$ cat src/rtl/core/cfsa_pkg.sv
// ----------------------------------------------------------------------------
// cfsa_pkg
// Shared types, constants and helpers for the CAN frame to SLCAN ASCII encoder.
// ----------------------------------------------------------------------------
package cfsa_pkg;

    localparam int MAX_DATA_BYTES = 8;

    localparam logic [7:0] CHAR_CR       = 8'h0D;
    localparam logic [7:0] CHAR_ZERO     = 8'h30;
    localparam logic [7:0] CHAR_STD_DATA = 8'h74;  // 't'
    localparam logic [7:0] CHAR_STD_RTR  = 8'h72;  // 'r'
    localparam logic [7:0] CHAR_EXT_DATA = 8'h54;  // 'T'
    localparam logic [7:0] CHAR_EXT_RTR  = 8'h52;  // 'R'

    typedef struct packed {
        logic        is_extended;
        logic        is_remote;
        logic [28:0] identifier;
        logic [3:0]  length_code;
        logic [63:0] payload;
    } frame_t;

    typedef struct packed {
        logic [7:0] ascii_char;
        logic       is_last;
    } char_t;

    // Classified frame: identifier nibbles left-aligned, length clamped
    typedef struct packed {
        logic        is_extended;
        logic        is_remote;
        logic [31:0] id_nibbles;
        logic [3:0]  data_len;
        logic [63:0] payload;
    } cmd_t;

    function automatic logic [7:0] hex_digit(input logic [3:0] nibble);
        logic [7:0] n;
        n = {4'b0000, nibble};
        return (nibble < 4'd10) ? n + 8'd48 : n + 8'd55;
    endfunction

endpackage

$ cat src/rtl/core/cfsa_front.sv
// ----------------------------------------------------------------------------
// cfsa_front
// Accepts frames and classifies them into encoder commands.
// ----------------------------------------------------------------------------
module cfsa_front
(
    input  logic             push,
    output logic             full,
    input  cfsa_pkg::frame_t frame,
    input  logic             queue_full,
    output logic             wr_en,
    output cfsa_pkg::cmd_t   wr_data
);

    logic [3:0] len_clamped;

    assign full  = queue_full;
    assign wr_en = push && !queue_full;

    assign len_clamped = (frame.length_code > 4'(cfsa_pkg::MAX_DATA_BYTES)) ?
                         4'(cfsa_pkg::MAX_DATA_BYTES) : frame.length_code;

    always_comb
    begin
        wr_data.is_extended = frame.is_extended;
        wr_data.is_remote   = frame.is_remote;
        wr_data.data_len    = len_clamped;
        wr_data.payload     = frame.payload;
        if (frame.is_extended)
        begin
            wr_data.id_nibbles = {3'b000, frame.identifier};
        end
        else
        begin
            // standard id: low 11 bits shifted right by one, three digits
            wr_data.id_nibbles = {2'b00, frame.identifier[10:1], 20'h00000};
        end
    end

endmodule

$ cat src/rtl/core/cfsa_queue.sv
// ----------------------------------------------------------------------------
// cfsa_queue
// Two-entry command queue between the front and back parts.
// ----------------------------------------------------------------------------
module cfsa_queue
(
    input  logic           clk,
    input  logic           rst_n,
    input  logic           wr_en,
    input  cfsa_pkg::cmd_t wr_data,
    output logic           full,
    input  logic           rd_en,
    output cfsa_pkg::cmd_t rd_data,
    output logic           empty
);

    cfsa_pkg::cmd_t entry_reg [2];
    logic           wr_ptr_reg;
    logic           rd_ptr_reg;
    logic [1:0]     count_reg;
    logic [1:0]     count_next;

    assign full    = (count_reg == 2'd2);
    assign empty   = (count_reg == 2'd0);
    assign rd_data = entry_reg[rd_ptr_reg];

    always_comb
    begin
        count_next = count_reg;
        if (wr_en && !rd_en)
        begin
            count_next = count_reg + 2'd1;
        end
        else if (rd_en && !wr_en)
        begin
            count_next = count_reg - 2'd1;
        end
    end

    always_ff @(posedge clk or negedge rst_n)
    begin
        if (!rst_n)
        begin
            wr_ptr_reg <= 1'b0;
            rd_ptr_reg <= 1'b0;
            count_reg  <= 2'd0;
        end
        else
        begin
            if (wr_en)
            begin
                wr_ptr_reg <= !wr_ptr_reg;
            end
            if (rd_en)
            begin
                rd_ptr_reg <= !rd_ptr_reg;
            end
            count_reg <= count_next;
        end
    end

    always_ff @(posedge clk)
    begin
        if (wr_en)
        begin
            entry_reg[wr_ptr_reg] <= wr_data;
        end
    end

endmodule

$ cat src/rtl/core/cfsa_back.sv
// ----------------------------------------------------------------------------
// cfsa_back
// Serializes one command into SLCAN characters through an output register.
// ----------------------------------------------------------------------------
module cfsa_back
(
    input  logic            clk,
    input  logic            rst_n,
    input  logic            cmd_empty,
    input  cfsa_pkg::cmd_t  cmd,
    output logic            cmd_pop,
    output logic            empty,
    input  logic            pop,
    output cfsa_pkg::char_t result
);

    localparam logic [2:0] PH_TYPE = 3'd0;
    localparam logic [2:0] PH_ID   = 3'd1;
    localparam logic [2:0] PH_LEN  = 3'd2;
    localparam logic [2:0] PH_DATA = 3'd3;
    localparam logic [2:0] PH_CR   = 3'd4;

    logic            busy_reg,  busy_next;
    logic [2:0]      phase_reg, phase_next;
    logic [3:0]      cnt_reg,   cnt_next;
    logic            ext_reg;
    logic            rem_reg;
    logic [3:0]      len_reg;
    logic [31:0]     id_reg,    id_next;
    logic [63:0]     data_reg,  data_next;
    logic            out_valid_reg;
    cfsa_pkg::char_t char_reg;
    cfsa_pkg::char_t char_next;
    logic            step;
    logic            load;
    logic [4:0]      nibbles;

    assign step    = busy_reg && (!out_valid_reg || pop);
    assign load    = !cmd_empty && (!busy_reg || (step && phase_reg == PH_CR));
    assign cmd_pop = load;
    assign empty   = !out_valid_reg;
    assign result  = char_reg;
    assign nibbles = {len_reg, 1'b0} - 5'd1;

    always_comb
    begin
        busy_next  = busy_reg;
        phase_next = phase_reg;
        cnt_next   = cnt_reg;
        id_next    = id_reg;
        data_next  = data_reg;
        char_next  = '{ascii_char: cfsa_pkg::CHAR_CR, is_last: 1'b0};
        case (phase_reg)
            PH_TYPE:
            begin
                if (ext_reg)
                begin
                    char_next.ascii_char = rem_reg ? cfsa_pkg::CHAR_EXT_RTR :
                                                     cfsa_pkg::CHAR_EXT_DATA;
                    cnt_next = 4'd7;
                end
                else
                begin
                    char_next.ascii_char = rem_reg ? cfsa_pkg::CHAR_STD_RTR :
                                                     cfsa_pkg::CHAR_STD_DATA;
                    cnt_next = 4'd2;
                end
                phase_next = PH_ID;
            end
            PH_ID:
            begin
                char_next.ascii_char = cfsa_pkg::hex_digit(id_reg[31:28]);
                id_next = {id_reg[27:0], 4'h0};
                if (cnt_reg == 4'd0)
                begin
                    phase_next = PH_LEN;
                end
                else
                begin
                    cnt_next = cnt_reg - 4'd1;
                end
            end
            PH_LEN:
            begin
                char_next.ascii_char = cfsa_pkg::CHAR_ZERO + {4'h0, len_reg};
                if (rem_reg || len_reg == 4'd0)
                begin
                    phase_next = PH_CR;
                end
                else
                begin
                    phase_next = PH_DATA;
                    cnt_next   = nibbles[3:0];
                end
            end
            PH_DATA:
            begin
                if (cnt_reg[0])
                begin
                    char_next.ascii_char = cfsa_pkg::hex_digit(data_reg[7:4]);
                end
                else
                begin
                    char_next.ascii_char = cfsa_pkg::hex_digit(data_reg[3:0]);
                    data_next = {8'h00, data_reg[63:8]};
                end
                if (cnt_reg == 4'd0)
                begin
                    phase_next = PH_CR;
                end
                else
                begin
                    cnt_next = cnt_reg - 4'd1;
                end
            end
            PH_CR:
            begin
                char_next.ascii_char = cfsa_pkg::CHAR_CR;
                char_next.is_last    = 1'b1;
                busy_next            = 1'b0;
                phase_next           = PH_TYPE;
            end
            default:
            begin
                busy_next  = 1'b0;
                phase_next = PH_TYPE;
            end
        endcase
    end

    always_ff @(posedge clk or negedge rst_n)
    begin
        if (!rst_n)
        begin
            busy_reg      <= 1'b0;
            phase_reg     <= PH_TYPE;
            out_valid_reg <= 1'b0;
        end
        else
        begin
            if (load)
            begin
                busy_reg  <= 1'b1;
                phase_reg <= PH_TYPE;
            end
            else if (step)
            begin
                busy_reg  <= busy_next;
                phase_reg <= phase_next;
            end
            if (step)
            begin
                out_valid_reg <= 1'b1;
            end
            else if (pop)
            begin
                out_valid_reg <= 1'b0;
            end
        end
    end

    always_ff @(posedge clk)
    begin
        if (step)
        begin
            char_reg <= char_next;
        end
        if (load)
        begin
            ext_reg  <= cmd.is_extended;
            rem_reg  <= cmd.is_remote;
            len_reg  <= cmd.data_len;
            id_reg   <= cmd.id_nibbles;
            data_reg <= cmd.payload;
            cnt_reg  <= 4'd0;
        end
        else if (step)
        begin
            id_reg   <= id_next;
            data_reg <= data_next;
            cnt_reg  <= cnt_next;
        end
    end

    a_last_is_cr: assert property (@(posedge clk) disable iff (!rst_n)
        out_valid_reg && char_reg.is_last |-> char_reg.ascii_char == cfsa_pkg::CHAR_CR)
        else $error("last flag on a character other than CR");

    a_cr_step_marks_last: assert property (@(posedge clk) disable iff (!rst_n)
        step && phase_reg == PH_CR |=> out_valid_reg && char_reg.is_last)
        else $error("CR step did not produce a last character");

    a_load_starts_frame: assert property (@(posedge clk) disable iff (!rst_n)
        load |=> busy_reg && phase_reg == PH_TYPE)
        else $error("command load did not start at the type character");

    a_id_count_bound: assert property (@(posedge clk) disable iff (!rst_n)
        busy_reg && phase_reg == PH_ID |-> cnt_reg <= 4'd7)
        else $error("identifier digit count out of range");

endmodule

$ cat src/rtl/core/can_frame_to_slcan_ascii.sv
// ----------------------------------------------------------------------------
// can_frame_to_slcan_ascii
// Encodes received CAN frames into SLCAN text lines, one character per transfer.
// ----------------------------------------------------------------------------
//  channel   direction  handshake        payload
//  frame     in         push / full      cfsa_pkg::frame_t
//  result    out        pop / empty      cfsa_pkg::char_t
//
//  A frame yields 6 to 27 characters from the back serializer, one per cycle
//  while pop stays high. Frames follow back to back; a two-entry command queue
//  lets the front accept up to two frames ahead of the serializer.
//  Reset clears the queue, the serializer and the output register.
//  A held result (pop low) stalls the serializer; full rises when the queue fills.
// ----------------------------------------------------------------------------
module can_frame_to_slcan_ascii
(
    input  logic             clk,
    input  logic             rst_n,
    input  logic             push,
    output logic             full,
    input  cfsa_pkg::frame_t frame,
    output logic             empty,
    input  logic             pop,
    output cfsa_pkg::char_t  result
);

    logic           q_wr_en;
    cfsa_pkg::cmd_t q_wr_data;
    logic           q_full;
    logic           q_rd_en;
    cfsa_pkg::cmd_t q_rd_data;
    logic           q_empty;

    cfsa_front u_front
    (
        .push       (push),
        .full       (full),
        .frame      (frame),
        .queue_full (q_full),
        .wr_en      (q_wr_en),
        .wr_data    (q_wr_data)
    );

    cfsa_queue u_queue
    (
        .clk     (clk),
        .rst_n   (rst_n),
        .wr_en   (q_wr_en),
        .wr_data (q_wr_data),
        .full    (q_full),
        .rd_en   (q_rd_en),
        .rd_data (q_rd_data),
        .empty   (q_empty)
    );

    cfsa_back u_back
    (
        .clk       (clk),
        .rst_n     (rst_n),
        .cmd_empty (q_empty),
        .cmd       (q_rd_data),
        .cmd_pop   (q_rd_en),
        .empty     (empty),
        .pop       (pop),
        .result    (result)
    );

endmodule

$ cat config.mk
export PLATFORM = sky130hd
export DESIGN_NAME = can_frame_to_slcan_ascii
export DESIGN_NICKNAME = d
export VERILOG_FILES = /design/src/rtl/core/cfsa_pkg.sv /design/src/rtl/core/cfsa_front.sv /design/src/rtl/core/cfsa_queue.sv /design/src/rtl/core/cfsa_back.sv /design/src/rtl/core/can_frame_to_slcan_ascii.sv
export SDC_FILE = /design/constraint.sdc
export NUM_CORES = 1
export LEC_CHECK = 0
export BUFFER_PORTS_ARGS = -buffer_cell sky130_fd_sc_hd__buf_2
export CORE_ASPECT_RATIO = 0.75
export CORE_UTILIZATION = 41
export CTS_CLUSTER_DIAMETER = 40
export DETAILED_ROUTE_END_ITERATION = 7
export PLACE_DENSITY_LB_ADDON = 0.25
export SETUP_SLACK_MARGIN = 0.2
export SLEW_MARGIN = 20
export SYNTH_ARGS = -nofsm -noshare
export SYNTH_HDL_FRONTEND = slang
export SYNTH_SLANG_ARGS = --single-unit
$ cat constraint.sdc
create_clock -name clk -period 20.1 [get_ports clk]
set_input_delay 4.02 -clock clk [delete_from_list [all_inputs] [get_ports clk]]
set_output_delay 4.02 -clock clk [all_outputs]
set_load 0.05 [all_outputs]
# == After elaboration in Yosys (flattened, before gate mapping) ==
# Memories as Yosys holds them, arrays and structs flattened.
# Index checks and enable logic that the tools add are counted.
# word_totals
regBits,124
inputBits,103
mem_count,1
output_inout_bits,11
ram_bits,200
# memory_table
name,words,word_bits,rd,rd_ports_with_merged_regs,write_ports,line_no,text
u_queue.entry_reg,2,100,1,0,1,cfsa_queue.sv:17,cfsa_pkg::cmd_t entry_reg [2];
# op_classes
n_mux,37
eq_ne,11
n_lt_le_gt_ge,4
reduce_logical,34
addsub,11
# ops
cell,n
$mux 64,4
$mux 32,3
$add 4x6->7 const B,6
$mux 8,5
$pmux 8 s4,1
$mux 30,1
$mux 3,8
$lt 4x4->1 const B,3
$mux 4,3
$pmux 3 s4,1
$pmux 4 s3,1
$reduce_bool 2->1,5
$logic_not 1->1,8
$logic_not 4->1,2
$mux 1,8
$sub 4x1->4 const B,2
$add 6x4->7 const A,1
$eq 3x2->1 const B,2
$logic_and 1x1->1,6
$ne 2x2->1 const B,3
$ne 3x2->1 const B,2
$reduce_and 3->1,2
$gt 4x4->1 const B,1
$mux 2,2
14 further kinds,17

# == Longest topological paths before layout ==
# logic_depth
word_depth,9
depth_mapped,11

# == Cells and area by module ==
# A second synthesis with hierarchy kept.
# hier_totals
hier_cells,813
hier_area_um2,14337.5
# by_module_without_submodules
mod,seq_area_each_um2,cells_per_inst,area_each_um2,instances
cfsa_queue,6226.0,333,7562.3,1
cfsa_back,3508.4,372,5935.7,1
cfsa_front,0.0,108,839.6,1

# == Worst setup path before layout ==
# OpenSTA, ideal clock, no wires.
# synth_timing
path_type,input to register
startpoint,in pop
endpoint,"reg u_back.data_reg[0], enable pin"
path_stages,3
n_path_buf,0
required_ns,19.439
setup_slack_ns,8.639
t_arrival_ns,10.801
cell_sequence,nand2b_1 > nand2_1 > o41ai_1
# synth_between
elab_chain_len,7
elab_cells_between_ends,9
# synth_lines
element,line_no,text
from (decl),can_frame_to_slcan_ascii.sv:23,"input logic pop,"
$logic_or 1x1->1 (*),cfsa_back.sv:38,assign step = busy_reg && (!out_valid_reg || pop);
$logic_and 1x1->1 (*),cfsa_back.sv:38,
$logic_and 1x1->1,cfsa_back.sv:39,assign load = !cmd_empty && (!busy_reg || (step && phase_reg == PH_CR));
$logic_or 1x1->1,cfsa_back.sv:39,
$logic_and 1x1->1,cfsa_back.sv:39,
$ne 2x2->1 (no source line) / $reduce_bool 2->1 (equally long branches),--,
$reduce_and 3->1 (no source line) (*),--,
to (signal assigned),cfsa_back.sv:174,data_reg <= cmd.payload;
to (signal assigned),cfsa_back.sv:180,data_reg <= data_next;
to (decl),cfsa_back.sv:30,"logic [63:0] data_reg, data_next;"
# Mark *: on every way between the ends. The rest lies on a longest branch, timed or not.
# A chain may end at the register's enable or synchronous reset.

# == Final worst setup path ==
# layout_timing
startpoint,in pop
endpoint,"reg u_back.data_reg[19], enable pin"
# Same word-level chain as after synthesis.

==> flow_metrics.py <==
metrics = {
    "outcome": {
        "status": "completed",
    },
    "finish": {
        "area_growth_pct": 16.1,
        "fin_cells": 1374,
        "antenna_cells": 0,
        "largest_register_ffs": 200,
        "fillers": 2671,
        "layout.nets": 1059,
        "final_layout_size_suffix_gt1_share_pct": 21.3,
        "utilization_pct": 49.1,
        "design_area_mm2": 0.0150,
    },
    "logic_synthesis": {
        "synth_area_leader_cell": "edfxtp_1",
        "synth_flop_cell": "edfxtp_1",
        "synth_warnings": 0,
        "yosysMostFrequentCell": "edfxtp_1",
        "async_flop_share_pct": 2.79,
        "syn_avg_cell_area_um2": 15.5,
        "synthCells": 833,
        "synth-edff-count": 310,
        "ys_top_cells_by_count": "edfxtp_1, nor2_1, mux2i_1",
        "synthDominantCellAreaShare_pct": 72.1,
        "ys_types": 50,
        "yosys-top-cells-area": "edfxtp_1, mux2i_1, a21oi_1",
        "synth_area_mm2": 0.0129,
        "seq_area_frac_synth_pct": 74.5,
        "ys_seq_elements": 323,
        "synth.net_count": 943,
    },
    "cts": {
        "cts_buffers": 38,
        "ctsHoldBuffers": 0,
        "clock_latency_ps": 530,
        "cts_tree": "done",
        "clk_pin_slew_ps": 60,
        "clock_sinks": 323,
        "cts_setup_buffers": 0,
        "ctsHtreeMaxLevel": 2,
        "ctsResizeCount": 0,
        "clockBufferDepth": 3,
        "clock-root-buffer": "clkbuf_16",
    },
    "worst_setup_path": {
        "critical-path-top-delay-family": "buffers and inverters",
        "cp_max_fo": 91,
        "critPathSlowestCell": "buf_4",
        "start_kind": "input pin",
        "timing_worst_setup_path_type": "input pin to flop",
        "crit_top_cell": "buf_4",
        "cp_data_required_time_ps": 20240,
        "r2r_slack_ps": 16680,
        "crit_path_end_kind": "flop",
        "path_cells": "buf_2, nand2b_1, nand2_1, a21oi_4, buf_4, inv_2, o41ai_2, buf_4",
        "crit_buf_inv": 4,
        "critPathMaxStageDelay_ps": 670,
        "crit_arrival_ps": 6450,
    },
    "run": {
        "cap_violations": 0,
    },
    "timing": {
        "relSlewSlack_pct": 28.6,
        "post-route-period-util_pct": 31.4,
        "tightestPinTransition_ps": 1070,
        "rsz0062_at_grt": "false",
        "slew_violations": 0,
        "setup_ws_ps": 13790,
        "setup_tns_ps": 0,
        "skew_ps": 13.1,
        "max_freq_mhz": 159,
        "hold_violations": 0,
        "setup_viol": 0,
        "whs_ps": 513,
        "fin_crit_ps": 6310,
    },
    "global_route": {
        "grt_max_degree": 92,
        "grt_pass1_wl_um": 37300,
        "grt_usage_pct": 15.3,
        "antenna_found_initial": 0,
        "grt_pass1_vias": 6648,
        "grt_overflow": 0,
    },
    "placement": {
        "place_hpwl_um": 14600,
        "pre_cts_ws_ps": 13210,
        "dp.cells": 1308,
        "placed_area_mm2": 0.0138,
        "io_buffers": 112,
        "routabilityCongestion": 0.868,
    },
    "routing": {
        "dr.pass1.iters": 7,
        "vias": 6900,
        "drt-wirelength-per-cell_um": 17.4,
        "drtAntennaViolNets": 0,
        "drt-total-wl_um": 23900,
        "first_iter_violations": 552,
        "drc": 0,
        "avgViaCountPerCell": 5.02,
    },
    "floorplan": {
        "dieArea_mm2": 0.0322,
        "die_h_um": 156,
        "rows": 55,
        "start_util_pct": 42.3,
        "die_w_um": 207,
        "core-area_mm2": 0.0306,
        "io_pins": 114,
    },
    "hold_path": {
        "hold_path.class": "flop to flop",
    },
    "pwr": {
        "vdd_drop_max_uv": 79.0,
        "power_mw": 2.35,
        "powerDensity_mw_per_mm2": 156,
        "p_leak_nw": 5.68,
    },
}
==> path summary, 6_finish.rpt <==
path                                 startpoint                    to  depth (start not counted)
min in group asynchronous                 rst_n  u_queue.count_reg[0]                          1
setup / recovery                            pop   u_back.data_reg[19]                          8
setup reg to reg            u_back.phase_reg[1]   u_back.data_reg[19]                          7
hold / removal             u_queue.count_reg[1]  u_queue.count_reg[1]                          1
hold reg to reg            u_queue.count_reg[1]  u_queue.count_reg[1]                          1
max in group asynchronous                 rst_n    u_queue.rd_ptr_reg                          1
==> worst reg2reg max path, cell delays in order, from the launching register on <==
cell	delay [ps]
dfrtp_1	650
nor2_4	270
o22ai_2	120
a21oi_4	120
buf_4	670
inv_2	390
o41ai_2	120
buf_4	670
==> report_power, final <==
| group | internal [mW] | switching [mW] | total [mW] |
|---|---|---|---|
| Combinational | 0.199 | 0.377 | 0.575 |
| Clock | 0.402 | 0.266 | 0.668 |
| Sequential | 1.00 | 0.0991 | 1.10 |
==> routing by layer <==
layer	part of all wire, %	global-route usage, %
met2	46	22.7
met5	0	0
met1	48	22.3
met4	1.8	4.90
met3	4.5	3.36
==> area by class of cell <==
cell class | count | area (um^2) | share of cell area, %
clock buffer | 46 | 1010 | 6.75
multi-input combinational | 442 | 2940 | 19.6
sequential | 323 | 9620 | 64.2
inverter | 25 | 93.8 | 0.626
clock inverter | 20 | 218 | 1.45
tap | 399 | 499 | 3.33
timing repair buffer | 119 | 613 | 4.09
==> cells by family (layout without fill, tap and decap cells) <==
| family | Yosys count | in the layout | share of synthesized area (%) |
|---|---|---|---|
| muxes | 112 | 112 | 8.84 |
| other | 1 | 1 | 0.0290 |
| and+or+nand+nor | 177 | 177 | 6.09 |
| DFF | 323 | 323 | 74.5 |
| xor gates and xnor gates | 11 | 11 | 0.746 |
| adders and majority gates | 7 | 7 | 0.678 |
| buffers and inverters | 68 | 210 | 3.12 |
| AOI/OAI and AO/OA | 134 | 134 | 6.04 |
==> cells in the final DEF (no fill, tap or decap), drive strengths merged, types with 16 or more instances in the layout <==
cell    synthesis  final
edfxtp        310    310
buf            36    119
nor2          109    109
mux2i          96     96
a21oi          96     96
clkbuf          7     46
inv            25     32
nand2          20     20
and2           20     20
mux2           16     16
Note: power is estimated with default switching activity, not from simulation.
